**config.mk**
```make
export PLATFORM = sky130hd
export DESIGN_NAME = tts_frame_xor_encoder_core
export DESIGN_NICKNAME = d
export VERILOG_FILES = /design/src/design/tfxe_pkg.sv /design/src/design/tts_frame_xor_encoder_core.sv
export SDC_FILE = /design/constraint.sdc
export NUM_CORES = 1
export LEC_CHECK = 0
export BUFFER_PORTS_ARGS = -buffer_cell sky130_fd_sc_hd__buf_2
export CAP_MARGIN = 20
export CORE_AREA = 2 2 94 105
export CTS_BUF_LIST = sky130_fd_sc_hd__clkbuf_8 sky130_fd_sc_hd__clkbuf_16
export DETAILED_ROUTE_END_ITERATION = 8
export DIE_AREA = 0 0 96 107
export PLACE_DENSITY = 0.8
export SLEW_MARGIN = 15
export SYNTH_ARGS = -nofsm -noshare
export SYNTH_HDL_FRONTEND = slang
export SYNTH_SLANG_ARGS = --single-unit
```
**constraint.sdc**
```tcl
create_clock -name clk -period 4.2 [get_ports clk]
set_clock_uncertainty 0.1 [all_clocks]
set_input_delay 0.21 -clock clk [delete_from_list [all_inputs] [get_ports clk]]
set_output_delay 0.21 -clock clk [all_outputs]
set_load 0.005 [all_outputs]
```
**src/design/tfxe_pkg.sv**
```systemverilog
// Package for the frame XOR encoder: slot type, header constants and
// configuration register indexes. No dependencies.
package tfxe_pkg;

  localparam int unsigned ByteW    = 8;
  localparam int unsigned MaxBurst = 7;
  localparam int unsigned CountW   = $clog2(MaxBurst + 1);

  localparam logic [ByteW-1:0] FrameSync = 8'hFD;
  localparam logic [ByteW-1:0] FrameZero = 8'h00;
  localparam logic [ByteW-1:0] LenBias   = 8'd3;
  localparam logic [ByteW-1:0] LenMin    = 8'd1;

  // burst sizes
  localparam logic [CountW-1:0] BurstData      = 3'd1;
  localparam logic [CountW-1:0] BurstDataClose = 3'd2;
  localparam logic [CountW-1:0] BurstHdr       = 3'd6;
  localparam logic [CountW-1:0] BurstHdrClose  = 3'd7;

  // configuration register indexes
  localparam logic [ByteW-1:0] CfgCommandWord  = 8'd0;
  localparam logic [ByteW-1:0] CfgTextEncoding = 8'd1;

  typedef struct packed {
    logic [ByteW-1:0] data;
    logic             frame_end;
  } slot_t;

endpackage

```
**src/design/tts_frame_xor_encoder_core.sv**
```systemverilog
// Top level of the frame XOR encoder: header, payload and checksum framing.
// Depends on tfxe_pkg.
//
// Channel   Dir  Handshake                 Payload
// s_*       in   s_tvalid / s_tready       tdata {message_length, data_byte}, tuser first_byte
// m_*       out  m_tvalid / m_tready       tdata out_byte, tlast run_last, tuser frame_end
// cfg_*     in   cfg_valid / cfg_ready     cfg_index, cfg_data
//
// Flow: each input transaction is decoded into a burst of 0 to 7 bytes held in
// a shift line of slots; the burst drains one byte per cycle while m_tready is high.
// A new input transaction is taken while the final byte of the previous burst
// is being taken, so payload bytes run at one per cycle while m_tready is high,
// save where a checksum byte or a frame header is added to the burst.
// Stray payload bytes with no open frame are consumed with no output.
// Reset (rst, synchronous) empties the burst, closes any frame and sets both
// registers to 1. Back-pressure on m_tready simply holds the burst.
module tts_frame_xor_encoder_core (
  input  logic        clk,
  input  logic        rst,
  // input stream
  input  logic        s_tvalid,
  output logic        s_tready,
  input  logic [15:0] s_tdata,   // [7:0] data_byte, [15:8] message_length
  input  logic        s_tuser,   // [0] first_byte
  // output stream
  output logic        m_tvalid,
  input  logic        m_tready,
  output logic [7:0]  m_tdata,   // [7:0] out_byte
  output logic        m_tlast,   // run_last
  output logic        m_tuser,   // [0] frame_end
  // configuration writes
  input  logic        cfg_valid,
  output logic        cfg_ready,
  input  logic [7:0]  cfg_index,
  input  logic [7:0]  cfg_data
);

  localparam int unsigned ByteW    = tfxe_pkg::ByteW;
  localparam int unsigned MaxBurst = tfxe_pkg::MaxBurst;
  localparam int unsigned CountW   = tfxe_pkg::CountW;

  // configuration registers
  logic [ByteW-1:0] command_word;
  logic [ByteW-1:0] text_encoding;

  // framing state
  logic [ByteW-1:0] running_xor;
  logic [ByteW-1:0] bytes_left;

  // burst shift line; slot 0 drives the output
  tfxe_pkg::slot_t  slots [MaxBurst];
  tfxe_pkg::slot_t  slots_next [MaxBurst];
  logic [CountW-1:0] count;
  logic [CountW-1:0] count_next;

  logic [ByteW-1:0] data_byte;
  logic [ByteW-1:0] message_length;
  logic             first_byte;

  logic [ByteW-1:0] len_eff;
  logic [ByteW-1:0] len_hdr;
  logic [ByteW-1:0] hdr_xor;
  logic [ByteW-1:0] xor_after;
  logic [ByteW-1:0] left_base;
  logic [ByteW-1:0] left_after;
  logic             emit;
  logic             close;
  logic             take;
  logic             s_accept;
  logic             load;

  assign data_byte      = s_tdata[7:0];
  assign message_length = s_tdata[15:8];
  assign first_byte     = s_tuser;

  // output side
  assign m_tvalid = (count != '0);
  assign m_tdata  = slots[0].data;
  assign m_tuser  = slots[0].frame_end;
  assign m_tlast  = (count == CountW'(1));
  assign take     = m_tvalid && m_tready;

  // take a new transaction once the current burst is gone or finishing
  assign s_tready = (count == '0) || (take && (count == CountW'(1)));
  assign s_accept = s_tvalid && s_tready;

  assign cfg_ready = 1'b1;

  // decode of one input transaction
  assign len_eff    = (message_length == '0) ? tfxe_pkg::LenMin : message_length;
  assign len_hdr    = len_eff + tfxe_pkg::LenBias;
  assign hdr_xor    = tfxe_pkg::FrameSync ^ tfxe_pkg::FrameZero ^ len_hdr
                      ^ command_word ^ text_encoding;
  assign xor_after  = (first_byte ? hdr_xor : running_xor) ^ data_byte;
  assign left_base  = first_byte ? len_eff : bytes_left;
  assign left_after = left_base - ByteW'(1);
  assign emit       = first_byte || (bytes_left != '0);
  assign close      = (left_after == '0);
  assign load       = s_accept && emit;

  always_comb begin
    for (int i = 0; i < MaxBurst; i++) begin
      slots_next[i] = (i + 1 < MaxBurst) ? slots[(i + 1) % MaxBurst] : '0;
    end
    count_next = count;
    if (load) begin
      for (int i = 0; i < MaxBurst; i++) begin
        slots_next[i] = '0;
      end
      if (first_byte) begin
        slots_next[0] = '{data: tfxe_pkg::FrameSync, frame_end: 1'b0};
        slots_next[1] = '{data: tfxe_pkg::FrameZero, frame_end: 1'b0};
        slots_next[2] = '{data: len_hdr,             frame_end: 1'b0};
        slots_next[3] = '{data: command_word,        frame_end: 1'b0};
        slots_next[4] = '{data: text_encoding,       frame_end: 1'b0};
        slots_next[5] = '{data: data_byte,           frame_end: 1'b0};
        slots_next[6] = '{data: xor_after,           frame_end: 1'b1};
        count_next    = close ? tfxe_pkg::BurstHdrClose : tfxe_pkg::BurstHdr;
      end else begin
        slots_next[0] = '{data: data_byte, frame_end: 1'b0};
        slots_next[1] = '{data: xor_after, frame_end: 1'b1};
        count_next    = close ? tfxe_pkg::BurstDataClose : tfxe_pkg::BurstData;
      end
    end else if (take) begin
      count_next = count - CountW'(1);
    end
  end

  // burst storage: payload, no reset needed
  always_ff @(posedge clk) begin
    if (load || take) begin
      for (int i = 0; i < MaxBurst; i++) begin
        slots[i] <= slots_next[i];
      end
    end
  end

  always_ff @(posedge clk) begin
    if (rst) begin
      count       <= '0;
      running_xor <= '0;
      bytes_left  <= '0;
    end else begin
      count <= count_next;
      if (load) begin
        running_xor <= close ? '0 : xor_after;
        bytes_left  <= left_after;
      end
    end
  end

  always_ff @(posedge clk) begin
    if (rst) begin
      command_word  <= 8'd1;
      text_encoding <= 8'd1;
    end else if (cfg_valid && cfg_ready) begin
      unique case (cfg_index)
        tfxe_pkg::CfgCommandWord:  command_word  <= cfg_data;
        tfxe_pkg::CfgTextEncoding: text_encoding <= cfg_data;
        default: ;
      endcase
    end
  end

  // checksum byte always closes its burst
  a_chk_last: assert property (@(posedge clk) disable iff (rst)
    m_tvalid && m_tuser |-> m_tlast)
    else $error("checksum byte not last of burst");

  // no open frame means a cleared checksum accumulator
  a_xor_clear: assert property (@(posedge clk) disable iff (rst)
    bytes_left == '0 |-> running_xor == '0)
    else $error("running XOR not cleared with frame closed");

  // a loaded burst is presented on the next cycle
  a_load_out: assert property (@(posedge clk) disable iff (rst)
    load |=> m_tvalid)
    else $error("loaded burst not presented");

  // a burst stays presented until its final byte is taken
  a_burst_cont: assert property (@(posedge clk) disable iff (rst)
    take && !m_tlast |=> m_tvalid)
    else $error("burst broken before final byte");

endmodule
```
==> results.md <==
- The leading register cell type out of synthesis is edfxtp_1.
- The number of antenna diodes in the final layout is 0.
- Measured against its own limit, the worst slew margin works out to 48.7%.
- In this run switching power makes up between 30 and 40% of total power.
- The H-tree was split into 3 levels.
- Of the available clock period, the critical path in the final layout requires 67.5%.
- Clock tree synthesis selected as its root buffer the cell clkbuf_8.
- The share of synthesized registers carrying an async set or reset is 0%.
- The CTS tree is built.
- The detailed router finished its first iteration with between 200 and 300 violations.
- The routed layout has approximately 3700 vias.
- The count of max-cap constraint violations is 0.
- The cell count after synthesis is 495.
- The initial standard-cell utilization of the core is 54.0%.
- The top cell type's share of synthesized area is 38.1%.
- Across the VDD grid, the largest voltage drop is ~300 uV.
- The capturing element type of the critical path is a register.
- The maximum single-stage delay on the critical path is 0.64 ns.
- Setup repair after global routing left no endpoint under its margin.
- The data required time at the worst endpoint is 4.39 ns.
- Yosys mapped a number of flops with a built-in enable equal to 63.
- The source-to-sink clock delay at the later pin of the worst-skew pair is 0.38 ns.
- The final period demand of the worst path is 2.84 ns.
- The longest clock path from root to sink contains 2 buffers.
- In the final layout, the share of cells above drive strength 1 is 16.0%.
- Dividing the detail-routed via count by the number of cells gives 5.62.
- For this run, the total global-route usage over all layers was measured as a little under a quarter.
- The leakage power of the design is 2.24 nW.
- The count of cell types in the netlist is 58.
- In this run, placement finished with an instance count of approximately 640.
- In this run the count of I/O pins placed on the die edge is approximately 50.
- The synthesized design spends more area on one cell type than any other, namely edfxtp_1.
- The run finished with clean final reports.
- The power dissipated by switching net loads is approximately 1.4 mW.
- The total overflow left after global routing is 0.
- The part of the Yosys area used for sequential elements is 52.2%.
- The number of nets in the synthesized netlist is 539.
- The number of remaining DRC errors is 0.
- In the final timing run, aggregate negative setup slack is 0 ns.
- The buffers inserted during post-CTS setup optimization is 0.
- The critical path is of the input pin to register type.
- The total of hold buffers inserted after clock tree synthesis is 8.
- The commonest cells after synthesis are nand2_1, edfxtp_1, nor2_1.
- The initial antenna violation count is 0.
- The clock network fraction of design power is around 16%.
- Walking the worst path, the cells encountered are buf_2 -> nor4_1 -> a31oi_1 -> nand2_1 -> o21ai_0 -> ha_1 -> xnor2_1 -> nor4_4 -> inv_4 -> ha_1 -> a211oi_1.
- The worst hold slack is 0.0701 ns.
- The slowest library cell on the worst path is nor4_4.
- The CTS buffer count is 9.
- Setup violations remaining at the end of the flow were counted as 0.
- The portion of total power attributed to sequential cells is 47.4%.
- The clock-pin slew on the worst setup and hold paths is 0.10 ns.
- The die covers a little over 10000 um2.
- The path depth of the worst reg2reg path is 7.
- The die is 96 um wide.
- The total area inside the core boundary comes to slightly above 9000 um2.
- The hold violation total from the final report is 0.
- The class of the worst hold path is input pin to register.
- The count of buffers added on input and output ports is 49.
- The final HPWL from detailed placement is 7.36 mm.
- The design draws ~3.8 mW.
- For this run, the share of the core covered by cells in the final layout is 60.0%.
- Entering global routing, the biggest net connects 61 pins.
- The internal portion of the total power is between 2 and 2.5 mW.
- The element type at the critical path start is an input pin.
- The total clock sinks is 98.
- From bottom edge to top edge, the die measures around 110 um.
- The first global-routing pass estimated 17.7 mm of wire.
- Before antenna repair, the detailed router went through 5 iterations.
- The floorplan has 37 rows.
- By instance count, the cell type seen most on the critical path is ha_1.
- The number of cells on the worst hold path is 3.
- The slew of the pin with the lowest slew margin is 0.769 ns.
- The mean routed wirelength per cell is 16.2 um.
- The synthesized area per cell is 10.0 um2.
- The routability-driven placement congestion ratio is 0.924.
- The most common cell in the synthesized netlist is nand2_1.
- The post-synth design cell area is 4970 um2.
- Once detail routing completed, the nets flagged for antenna violations numbered 0.
- The part of the power in combinational logic is 36.9%.
- The number of nets in the finished design is 582.
- Sorting the synthesized cells by area gives the leading types as edfxtp_1, dfxtp_1, nand2_1.
- Timing would allow up to 353 MHz.
- Yosys printed 0 warnings.
- After synthesis the netlist holds a flip-flop and latch count of 98.
- The wire length reported by the detailed router is 10.7 mm.
- The number of global-route vias before repair is 3557.
- The power density normalized to cell area is roughly 700 nW/um2.
- The critical path arrival is 3.02 ns.
- The number of pins with negative max-slew slack in the final report was 0.
- The number of inserted filler cells in the final layout is 773.
- Once the clock tree was built, the resizer swapped 0 gates to a different size.
- After the flow finishes, the layout carries non-filler instances totaling 660.
- Relative to the synthesized area, the layout overhead comes to 11.3%.
- The peak fanout along the critical path is 7.
-- path summary, 6_finish.rpt --
check                                   start       endpoint  slack, ns
worst min register to register  bytes_left[7]  bytes_left[7]       0.38
worst max-delay path              s_tdata[13]       count[0]       1.36
worst max register to register       count[0]    slots[4][4]       1.53
worst min-delay path               s_tdata[2]    slots[0][3]       0.07
-- metrics by stage --
stage | worst slack (ns) | instance area [um2]
4_1_cts | 1.35 | 5530
6_report | 1.36 | 5530
2_1_floorplan | 0.840 | 4970
3_3_place_gp | 1.06 | 5260
3_5_place_dp | 0.945 | 5260
5_1_grt | 1.07 | 5530
-- power by group through the flow --
stage	clock, mW	sequential (mW)	combinational (mW)
floorplan	0	1.81	0.976
global placement	0	1.80	1.33
detailed placement	0	1.81	1.38
CTS	0.603	1.80	1.40
global route	0.646	1.84	1.57
finish	0.593	1.79	1.40
-- worst max-delay path, delay by kind of cell --
| family | cells | cell delay, ns |
|---|---|---|
| adders and majority gates | 2 | 0.62 |
| xor gates and xnor gates | 1 | 0.18 |
| AOI/OAI and AO/OA | 3 | 0.53 |
| and+or+nand+nor | 3 | 1.25 |
| buffers and inverters | 2 | 0.22 |
-- routing by layer --
metal  global-route usage (%)  share of wire (%)  wire length [um]
met1                     31.7                 45              4750
met2                     33.9                 47              5040
met3                     3.87                5.0               532
met4                     10.6                3.2               336
met5                        0                  0                 0
-- logic make-up (layout without fill, tap and decap cells) --
family / after synthesis / after routing / share of synthesized area [%]
fa+ha+maj: 6 / 6 / 1.51
other cells: 1 / 1 / 0.0754
xor+xnor: 34 / 34 / 6.42
flops: 98 / 98 / 52.2
simple gates: 199 / 199 / 18.2
buf+inv: 42 / 90 / 4.08
compound gates: 89 / 89 / 12.0
mux: 26 / 26 / 5.49
-- cells in the final DEF (no fill, tap or decap), types with 2 or more instances in the layout --
cell type,count
nand2_1,100
edfxtp_1,63
buf_2,49
nor2_1,42
o21ai_0,38
dfxtp_1,35
mux2i_1,25
xor2_1,17
xnor2_1,15
a21oi_1,13
nand3_1,12
inv_1,11
clkbuf_8,9
nor3_1,8
and2_1,8
dlygate4sd3_1,8
nand3b_1,6
ha_1,6
buf_4,6
a31oi_1,5
o211ai_1,5
o41ai_2,5
a22o_1,4
nor4_1,3
nor3b_1,3
a31o_1,3
a211oi_1,3
nor2b_1,2
o2111ai_1,2
or2_2,2
o31ai_1,2
a211o_1,2
inv_6,2
-- state kept, by name, summed over array words and instances, names as in the netlist --
signal,cells
command_word,8
text_encoding,8
slots,63
count,3
running_xor,8
bytes_left,8
-- cell type report --
class	count	area [um2]	area share, %
flip-flops and latches	98	2590	46.9
multi-input cells	355	2190	39.6
repair buffers	63	370	6.70
clock buffers	10	149	2.69
well taps	117	146	2.65
inverters	11	43.8	0.792
clock inverters	6	38.8	0.701
No activity file was read; power rests on OpenSTA's default activity.
